**config.mk**
```make
export PLATFORM = sky130hd
export DESIGN_NAME = rthd_mul
export DESIGN_NICKNAME = d
export VERILOG_FILES = /design/src/rtl/rthd_mul.sv
export SDC_FILE = /design/constraint.sdc
export NUM_CORES = 2
export LEC_CHECK = 0
export ABC_AREA = 0
export ABC_CLOCK_PERIOD_IN_PS = 7500
export BUFFER_PORTS_ARGS = -buffer_cell sky130_fd_sc_hd__buf_2
export CAP_MARGIN = 40
export CELL_PAD_IN_SITES_DETAIL_PLACEMENT = 1
export CELL_PAD_IN_SITES_GLOBAL_PLACEMENT = 2
export CORE_MARGIN = 2
export CORE_UTILIZATION = 35
export CTS_CLUSTER_SIZE = 12
export DETAILED_ROUTE_END_ITERATION = 10
export HOLD_SLACK_MARGIN = 0.02
export PLACE_DENSITY = 0.78
export SETUP_SLACK_MARGIN = 0.4
export SLEW_MARGIN = 20
export SYNTH_ARGS = -nofsm -noshare
export SYNTH_HDL_FRONTEND = slang
export SYNTH_SLANG_ARGS = --single-unit
```
**constraint.sdc**
```tcl
create_clock -name clk_i -period 7.5 [get_ports clk_i]
set_input_delay 1.5 -clock clk_i [delete_from_list [all_inputs] [get_ports clk_i]]
set_output_delay 1.5 -clock clk_i [all_outputs]
set_load 0.1 [all_outputs]
```
**src/rtl/rthd_mul.sv**
```systemverilog
`default_nettype none
// unsigned multiply, four registered partial products then a registered sum
module rthd_mul #(
  parameter int unsigned AW = 32,
  parameter int unsigned BW = 32
) (
  input  wire logic               clk_i,
  input  wire logic [AW-1:0]      a_i,
  input  wire logic [BW-1:0]      b_i,
  output logic      [AW+BW-1:0]   p_o
);

  localparam int unsigned AL = AW / 2;
  localparam int unsigned AH = AW - AL;
  localparam int unsigned BL = BW / 2;
  localparam int unsigned BH = BW - BL;
  localparam int unsigned PW = AW + BW;

  logic [AH+BH-1:0] hh_q;
  logic [AH+BL-1:0] hl_q;
  logic [AL+BH-1:0] lh_q;
  logic [AL+BL-1:0] ll_q;
  logic [PW-1:0]    p_q;

  always_ff @(posedge clk_i) begin
    hh_q <= a_i[AW-1:AL] * b_i[BW-1:BL];
    hl_q <= a_i[AW-1:AL] * b_i[BL-1:0];
    lh_q <= a_i[AL-1:0] * b_i[BW-1:BL];
    ll_q <= a_i[AL-1:0] * b_i[BL-1:0];
    p_q  <= (PW'(hh_q) << (AL + BL)) + (PW'(hl_q) << AL) + (PW'(lh_q) << BL) + PW'(ll_q);
  end

  assign p_o = p_q;

endmodule
`default_nettype wire

```
==> metrics.txt <==
most frequent cells in the layout inv_1 (949), fa_1 (809), nand2_1 (627); vias in the first global route 34090; post-route setup TNS 0 ns; initial antenna violation count 4; Setup Buffers After CTS 0; initial DRC count 979; setup repair after global routing missed its margin true; Post-synth EDFFs 0; IO Pins 129; H-tree depth 4; Largest stage delay, worst path 0.55 ns; GR Util All Layers 20.89%; crit path DAT 7.39 ns; Synth async-reset ratio 0%; largest net degree at the start of global routing 33; hpwl dp 102300 um; crit-path leading delay family adder cells; Worst Setup SP b_i[2]; Final setup viols 0; Avg Cell Area, Syn 9.027 um2; synthesized instance count 4479; layout cell share with drive strength beyond 1 10.17%; post-synthesis cell area 40430 um2; min cycle time layout 6.935 ns; worst r2r src hl_q[1]; sequential share of the synthesized area 9.506%; Hold Crit Class reg2reg; Chip Width 343.9 um; Post-Place Worst Slack -0.3173 ns; clk sinks 192; Die Ht 343.9 um; cts hold-fix bufs 0; multi-input logic area 32350 um2; worst-path cell chain buf_2, buf_12, buf_12, nand2_1, fa_1, fa_1, fa_1, inv_1, fa_1, fa_1, inv_1, fa_1, inv_1, ha_1, nand3_1, nor3_2, o311ai_2, a31oi_2, o21ai_2, nor2b_4, o31ai_1, xor2_1; final design utilization 39.74%; Max-Cap Viols 0; fin crit share 92.47%; commonest non-fill, non-tap cell in the layout inv_1; clock latency on the worst-skew pair 0.54 ns; die area 118300 um2; worst clock skew 0.02636 ns; CP Capture Point ll_q[26]; global placer's final weighted congestion 0.8349; WP depth 22; final hold vios 0; DR vias 30170; CP Capture Type register; CTS tree yes; total CTS buffers 17; DRC 0; Unique masters post-synth 67; startpoint class of the critical path input pin; Max clock buf depth 2; Final WS setup 0.5646 ns; first-pass GRT wire length 190300 um; Slew Limit Headroom 52.14%; core area 114500 um2; flop-to-flop setup slack 3.69 ns; WP data required 7.96 ns; TritonRoute pass-1 iters 5; worst r2r dst p_o[57]; worst setup path class in2reg; Avg WL per Cell 19.08 um; row count 124; Nets 6040; CP max-delay cell fa_1; outcome complete, no violations; Antenna Nets Post-Route 0; syn nets 5801; GRT overflow 0; Peak Freq 0.1442 GHz; synthesis-stage register bit count 192; Area growth, synth to finish 12.55%; Clk pin slew, worst setup/hold paths 0.08 ns; cell depth of the worst hold path 0; r2r worst-path depth 13; Routed WL 119100 um; Pins Over Slew Limit 0; ys flop type dfxtp_1; Worst Tran Pin Value 0.7179 ns; Via density 4.832; FF+latch area 3844 um2; most frequent CP cell fa_1; Buffers & Inverters on Critical Path 6; Max FO, Critical Path 14; Syn. warnings 0; Initial Utilization 35.31%; CTS Root Cell clkbuf_16; Port Buffer Count 128; Fillers 13360
-- worst register-to-register path, delay by kind of cell (launching register included) --
kind	cells	cell delay (ns)
xor+xnor	1	0.24
buf+inv	2	0.26
fa+ha+maj	3	1.17
simple gates	2	0.51
compound gates	5	1.23
flops	1	0.32
-- per-layer routing --
layer  global-route usage [%]  vias up  part of all wire, %
met3                    2.067      141                  2.4
met5                        0        -                0.011
met2                    37.44      386                   51
li1                         -    13950                    -
met1                    26.57    15690                   44
met4                    6.205        2                  2.8
-- flip-flops by register name, indices dropped and copies added (netlist names) --
signal and cells:
p_o 64, ll_q 32, hl_q 32, hh_q 32, lh_q 32
-- logic make-up after synthesis --
logic type | count (synthesis) | share of synthesized area [%]
XOR/XNOR | 151 | 3.271
AO/OA/AOI/OAI | 402 | 6.520
adder cells (fa/ha/maj) | 1257 | 53.92
flip-flops | 192 | 9.506
buffers and inverters | 1149 | 10.68
multiplexers | 1 | 0.02476
AND/OR/NAND/NOR | 1327 | 16.08
-- how the worst min path moves through the flow --
stage	endpoint	start
3_5_place_dp	p_o[0]	ll_q[0]
3_3_place_gp	p_o[15]	ll_q[15]
6_report	p_o[0]	ll_q[0]
2_1_floorplan	p_o[0]	ll_q[0]
5_1_grt	p_o[2]	ll_q[2]
4_1_cts	p_o[0]	ll_q[0]
-- what timing repair did --
action,in CTS,in global routing
resized for setup,5,29
hold endpoints to repair,0,0
endpoints found under the setup margin,5,27
pin swaps,1,5
-- synthesized netlist by cell type (all sizes together), types with 9 or more instances --
library cell	number	area (um2)
inv	949	3562
a21oi	130	654.4
o21bai	17	127.6
a21o	64	480.5
nand2b	19	118.9
nor3	25	125.1
dfxtp	192	3844
and3	11	68.82
xor2	58	508.0
fa	809	16200
o211ai	10	75.07
xnor2	93	814.5
o31ai	11	82.58
nand3	32	160.2
ha	448	5605
o21ai	62	310.3
nand2	627	2354
and2	481	3009
a211oi	20	155.1
clkbuf	198	745.7
a31oi	9	56.30
nor2	78	292.8
o21a	21	157.7
nand4	12	75.07
-- per-stage QoR --
stage / hold slack, ns / cells / cell area [um2]
after CTS: 0.3320 / 6243 / 45400
final: 0.3310 / 6244 / 45510
after detailed placement: 0.3135 / 6211 / 44790
after global placement: 0.3103 / 6209 / 44780
after floorplan: 0.3096 / 4479 / 40440
after global routing: 0.3375 / 6243 / 45500
-- cell type report --
cell class	count	area share [%]
flip-flops and latches	192	8.446
diodes	1	0.005499
inverters	949	7.828
multi-input cells	3138	71.09
well taps	1512	4.157
clock inverters	14	0.3574
repair buffers	420	7.154
clock buffers	18	0.9651
Power is not shown: default switching activity piles up to over one toggle a cycle in this logic, so the estimate is an artifact.
