[config.mk]
export PLATFORM = sky130hd
export DESIGN_NAME = rthd_sqrt
export DESIGN_NICKNAME = d
export VERILOG_FILES = /design/src/rtl/rthd_sqrt.sv
export SDC_FILE = /design/constraint.sdc
export NUM_CORES = 2
export LEC_CHECK = 0
export BUFFER_PORTS_ARGS = -buffer_cell sky130_fd_sc_hd__buf_2
export CORE_UTILIZATION = 60
export CTS_CLUSTER_DIAMETER = 200
export CTS_CLUSTER_SIZE = 12
export DETAILED_ROUTE_END_ITERATION = 16
export PLACE_DENSITY_LB_ADDON = 0.1
export SLEW_MARGIN = 20
export SYNTH_ARGS = -nofsm -noshare
export SYNTH_HDL_FRONTEND = slang
export SYNTH_MEMORY_MAX_BITS = 65536
export SYNTH_SLANG_ARGS = --single-unit
[constraint.sdc]
create_clock -name clk_i -period 3.8 [get_ports clk_i]
set_input_delay 0.19 -clock clk_i [delete_from_list [all_inputs] [get_ports clk_i]]
set_output_delay 0.19 -clock clk_i [all_outputs]
set_load 0.005 [all_outputs]
[src/rtl/rthd_sqrt.sv]
`default_nettype none
// integer square root, one root bit per stage
module rthd_sqrt #(
  parameter int unsigned IW = 66
) (
  input  wire logic             clk_i,
  input  wire logic [IW-1:0]    v_i,
  output logic      [IW/2-1:0]  root_o
);

  localparam int unsigned OW = IW / 2;

  logic [OW+1:0] rem_q  [OW];
  logic [OW-1:0] root_q [OW];
  logic [IW-1:0] rest_q [OW];

  for (genvar s = 0; s < OW; s++) begin : g_st
    logic [OW+1:0] rem_c, rem_sh, trial;
    logic [OW-1:0] root_c;
    logic [IW-1:0] rest_c;
    logic          ge;

    if (s == 0) begin : g_first
      assign rem_c  = '0;
      assign root_c = '0;
      assign rest_c = v_i;
    end else begin : g_next
      assign rem_c  = rem_q[s-1];
      assign root_c = root_q[s-1];
      assign rest_c = rest_q[s-1];
    end

    assign rem_sh = {rem_c[OW-1:0], rest_c[IW-1:IW-2]};
    assign trial  = {root_c, 2'b01};
    assign ge     = rem_sh >= trial;

    always_ff @(posedge clk_i) begin
      rem_q[s]  <= ge ? rem_sh - trial : rem_sh;
      root_q[s] <= {root_c[OW-2:0], ge};
      rest_q[s] <= {rest_c[IW-3:0], 2'b00};
    end
  end

  assign root_o = root_q[OW-1];

endmodule
`default_nettype wire

==> impl_results.md <==
* Largest net degree at the start of global routing at 64
* Ant. Diodes at 0
* RSZ-0062 raised after global routing: no
* Fmax at 0.276 GHz
* Dpl ws at 0.144 ns
* Fin. Hold Viols at 0
* Max Buffers Root-to-Sink at 3
* Fin crit period at 3.62 ns
* Post-synth EDFFs at 0
* Core Box Area at 0.159 sq mm
* HP Start: v_i[65]
* Filler Cell Count at 12300
* H-tree Lvls at 4
* CP cell instances: inv_1, ha_1, and2b_1, o31ai_2, a21oi_2, a311o_2, a311o_2, a221o_2, a2111oi_4, nand2_1, mux2_1
* Root buf cell: clkbuf_16
* Hold WC Path Type: primary input to flip-flop
* CP peak stage delay at 0.45 ns
* Critical path class: flip-flop to flip-flop
* GR Util All Layers at 25.8%
* Max-capacitance violation count at 0
* Starting density of the core at 60.7%
* Starting DRT DRC Count at 4167
* DR vias at 66700
* PortBufs at 99
* Synth Area per Inst at 10.0 sq um
* Die X at 403 um
* Share of layout cells above drive strength 1 at 6.04%
* Max Transition Viols Final at 0
* Synth area leader: dfxtp_1
* Top post-synthesis cells by area: dfxtp_1 (54%), ha_1 (7.7%), xor2_1 (3.8%)
* Clock Latency Late Sink at 0.87 ns
* Critical Path Fanout Max at 4
* Final #Nets at 10600
* Worst R2R End: rem_q[0][907]$_DFF_P_
* Crit path DAT at 4.37 ns
* Setup TNS at 0 ns
* Top Family by Delay on Critical Path: compound AO/OA/AOI/OAI gates
* Final Wtd Congestion at 0.936
* Netlist Area Pre-Place at 0.0964 sq mm
* Slowest-stage cell, CP: a311o_2
* Synth warnings at 0
* Actual slew at the worst max-slew pin at 0.865 ns
* Cts bufs inserted at 236
* Reg2reg start: root_q[24][0]$_DFF_P_
* Most used DFF post-synth: dfxtp_1
* Async set-or-reset flop fraction in the synthesized netlist at 0%
* Skew final at 0.0254 ns
* WP depth at 11
* Row count at 146
* Count leader, synth: dfxtp_1
* CP Launch Point: root_q[24][0]$_DFF_P_
* First-pass GRT wire length at 341000 um
* Synthesized flop and latch total at 2624
* Vias in the first global route at 66100
* DR pass1 iterations at 8
* PwrDens at 644 mW/mm^2
* Reg clk slew, reported paths at 0.07 ns
* Startpoint Class: flip-flop
* Sequential share of the synthesized area at 54.5%
* Routed Antenna Nets at 0
* DR WL/cell at 17.6 um
* Die height at 403 um
* Residual overflow from global routing at 0
* Final WL at 212000 um
* Most frequent CP cell: a311o_2
* Status: finished clean
* DR DRC count at 0
* Die area at 0.162 sq mm
* Dpl hpwl at 156000 um
* Fin crit share at 95.2%
* FF-to-FF setup slack at 0.18 ns
* Worst Path Required at 4.55 ns
* Max-slew headroom at 41.7%
* Synth-to-Final Area Change at 11.2%
* Worst setup EP type: flip-flop
* Syn Inst Count at 9599
* Post-route worst setup slack at 0.182 ns
* Post-synth top cells: dfxtp_1 (2624), nand2_1 (748), inv_1 (744), o21ai_0 (638), ha_1 (595)
* Total design power at 0.0691 W
* Syn nets at 10300
* Final setup viols at 0
* Post-layout instance area at 0.107 sq mm
* Initial antenna violation count at 3
* Clock sink count at 2624
* Post-synth top area share at 54.5%
* CTS tree: done
* WP buf/inv at 1
* Critical Path End: rem_q[0][907]$_DFF_P_
* Ports at 100
* Synth unique cells at 92
* Placed Area at 0.0996 sq mm
* R2R cell count at 11
* Maximum vdd ir drop at 0.514 mV
* Leak Pwr at 50.3 nW
* Post-DR vias/cell at 5.54
* Post-CTS setup buffers at 0
## stage by stage
stage               utilization [%]  instances  hold WS [ns]
floorplan                         -       9599         0.218
global placement               62.7      11600         0.292
detailed placement             62.7      11600         0.294
CTS                            67.5      12000        0.0130
global route                   67.5      12000        0.0701
finish                         67.5      12000        0.0945
## final cells by class
type | instances | area, sq um | area share [%]
clock buffer | 238 | 5960 | 5.55
sequential | 2624 | 52500 | 49.0
timing repair buffer | 317 | 2600 | 2.43
tap | 2072 | 2590 | 2.42
inverter | 745 | 2800 | 2.61
clock inverter | 14 | 379 | 0.353
multi-input combinational | 6019 | 40400 | 37.7
## cells by family after synthesis
| kind of cell | Yosys count | synth area share [%] |
|---|---|---|
| adders and majority gates | 595 | 7.72 |
| DFF | 2624 | 54.5 |
| and+or+nand+nor | 2503 | 12.8 |
| other | 1 | 0.00389 |
| AOI/OAI and AO/OA | 2033 | 13.1 |
| muxes | 70 | 0.799 |
| xor gates and xnor gates | 817 | 7.42 |
| buffers and inverters | 956 | 3.77 |
## cells in the final DEF, fill, tap and decap left out, drive strengths merged, types with 68 or more instances in the layout
master / synthesis / layout
dfxtp: 2624 / 2624
nand2: 748 / 748
inv: 745 / 748
o21ai: 643 / 643
ha: 595 / 595
a21oi: 532 / 532
nor2: 519 / 519
xor2: 421 / 421
xnor2: 396 / 396
a21o: 261 / 261
clkbuf: 187 / 238
nor3: 230 / 230
buf: 24 / 186
nand3: 177 / 177
nor4: 135 / 135
dlygate4sd3: 0 / 131
nand2b: 111 / 111
nand4: 98 / 98
nor2b: 93 / 93
o21a: 90 / 90
or4: 77 / 77
or3: 76 / 76
a211oi: 68 / 68
## sequential cells by signal (all words and copies together), names as in the netlist
signal	flops
rem_q	1007
rest_q	1056
root_q	561
## repair_timing
action	CTS	global route
resized for setup	0	7
hold buffers	131	0
endpoints found under the setup margin	0	35
hold endpoints to repair	67	0
## power by group
| part | total (W) | switching, W | leakage (nW) | internal, W |
|---|---|---|---|---|
| clock | 0.0207 | 0.00957 | 3.09 | 0.0111 |
| combinational | 0.0127 | 0.00707 | 25.2 | 0.00564 |
| sequential | 0.0357 | 0.00363 | 22.0 | 0.0321 |
| total | 0.0691 | 0.0203 | 50.3 | 0.0489 |
## routing by layer
layer | part of all wire [%] | track usage [%] | up-vias
li1 | - | - | 33400
met3 | 3.8 | 3.22 | 413
met5 | 0 | 0 | -
met1 | 43 | 31.5 | 31400
met4 | 3.4 | 9.43 | 0
met2 | 50 | 46.3 | 1479
## worst min-delay path by stage
stage / to / cells past startpoint
6_report: root_q[0][0]$_DFF_P_ / 3
5_1_grt: root_q[0][0]$_DFF_P_ / 3
4_1_cts: root_q[0][0]$_DFF_P_ / 3
3_5_place_dp: rest_q[0][39]$_DFF_P_ / 1
3_3_place_gp: rest_q[0][33]$_DFF_P_ / 1
2_1_floorplan: rest_q[0][0]$_DFF_P_ / 0
## worst register-to-register path, stage by stage (launching register included)
cell	delay, ns
dfxtp_1	0.33
inv_1	0.05
ha_1	0.33
and2b_1	0.20
o31ai_2	0.34
a21oi_2	0.14
a311o_2	0.45
a311o_2	0.44
a221o_2	0.39
a2111oi_4	0.39
nand2_1	0.12
mux2_1	0.34
Note: power is estimated with default switching activity, not from simulation.
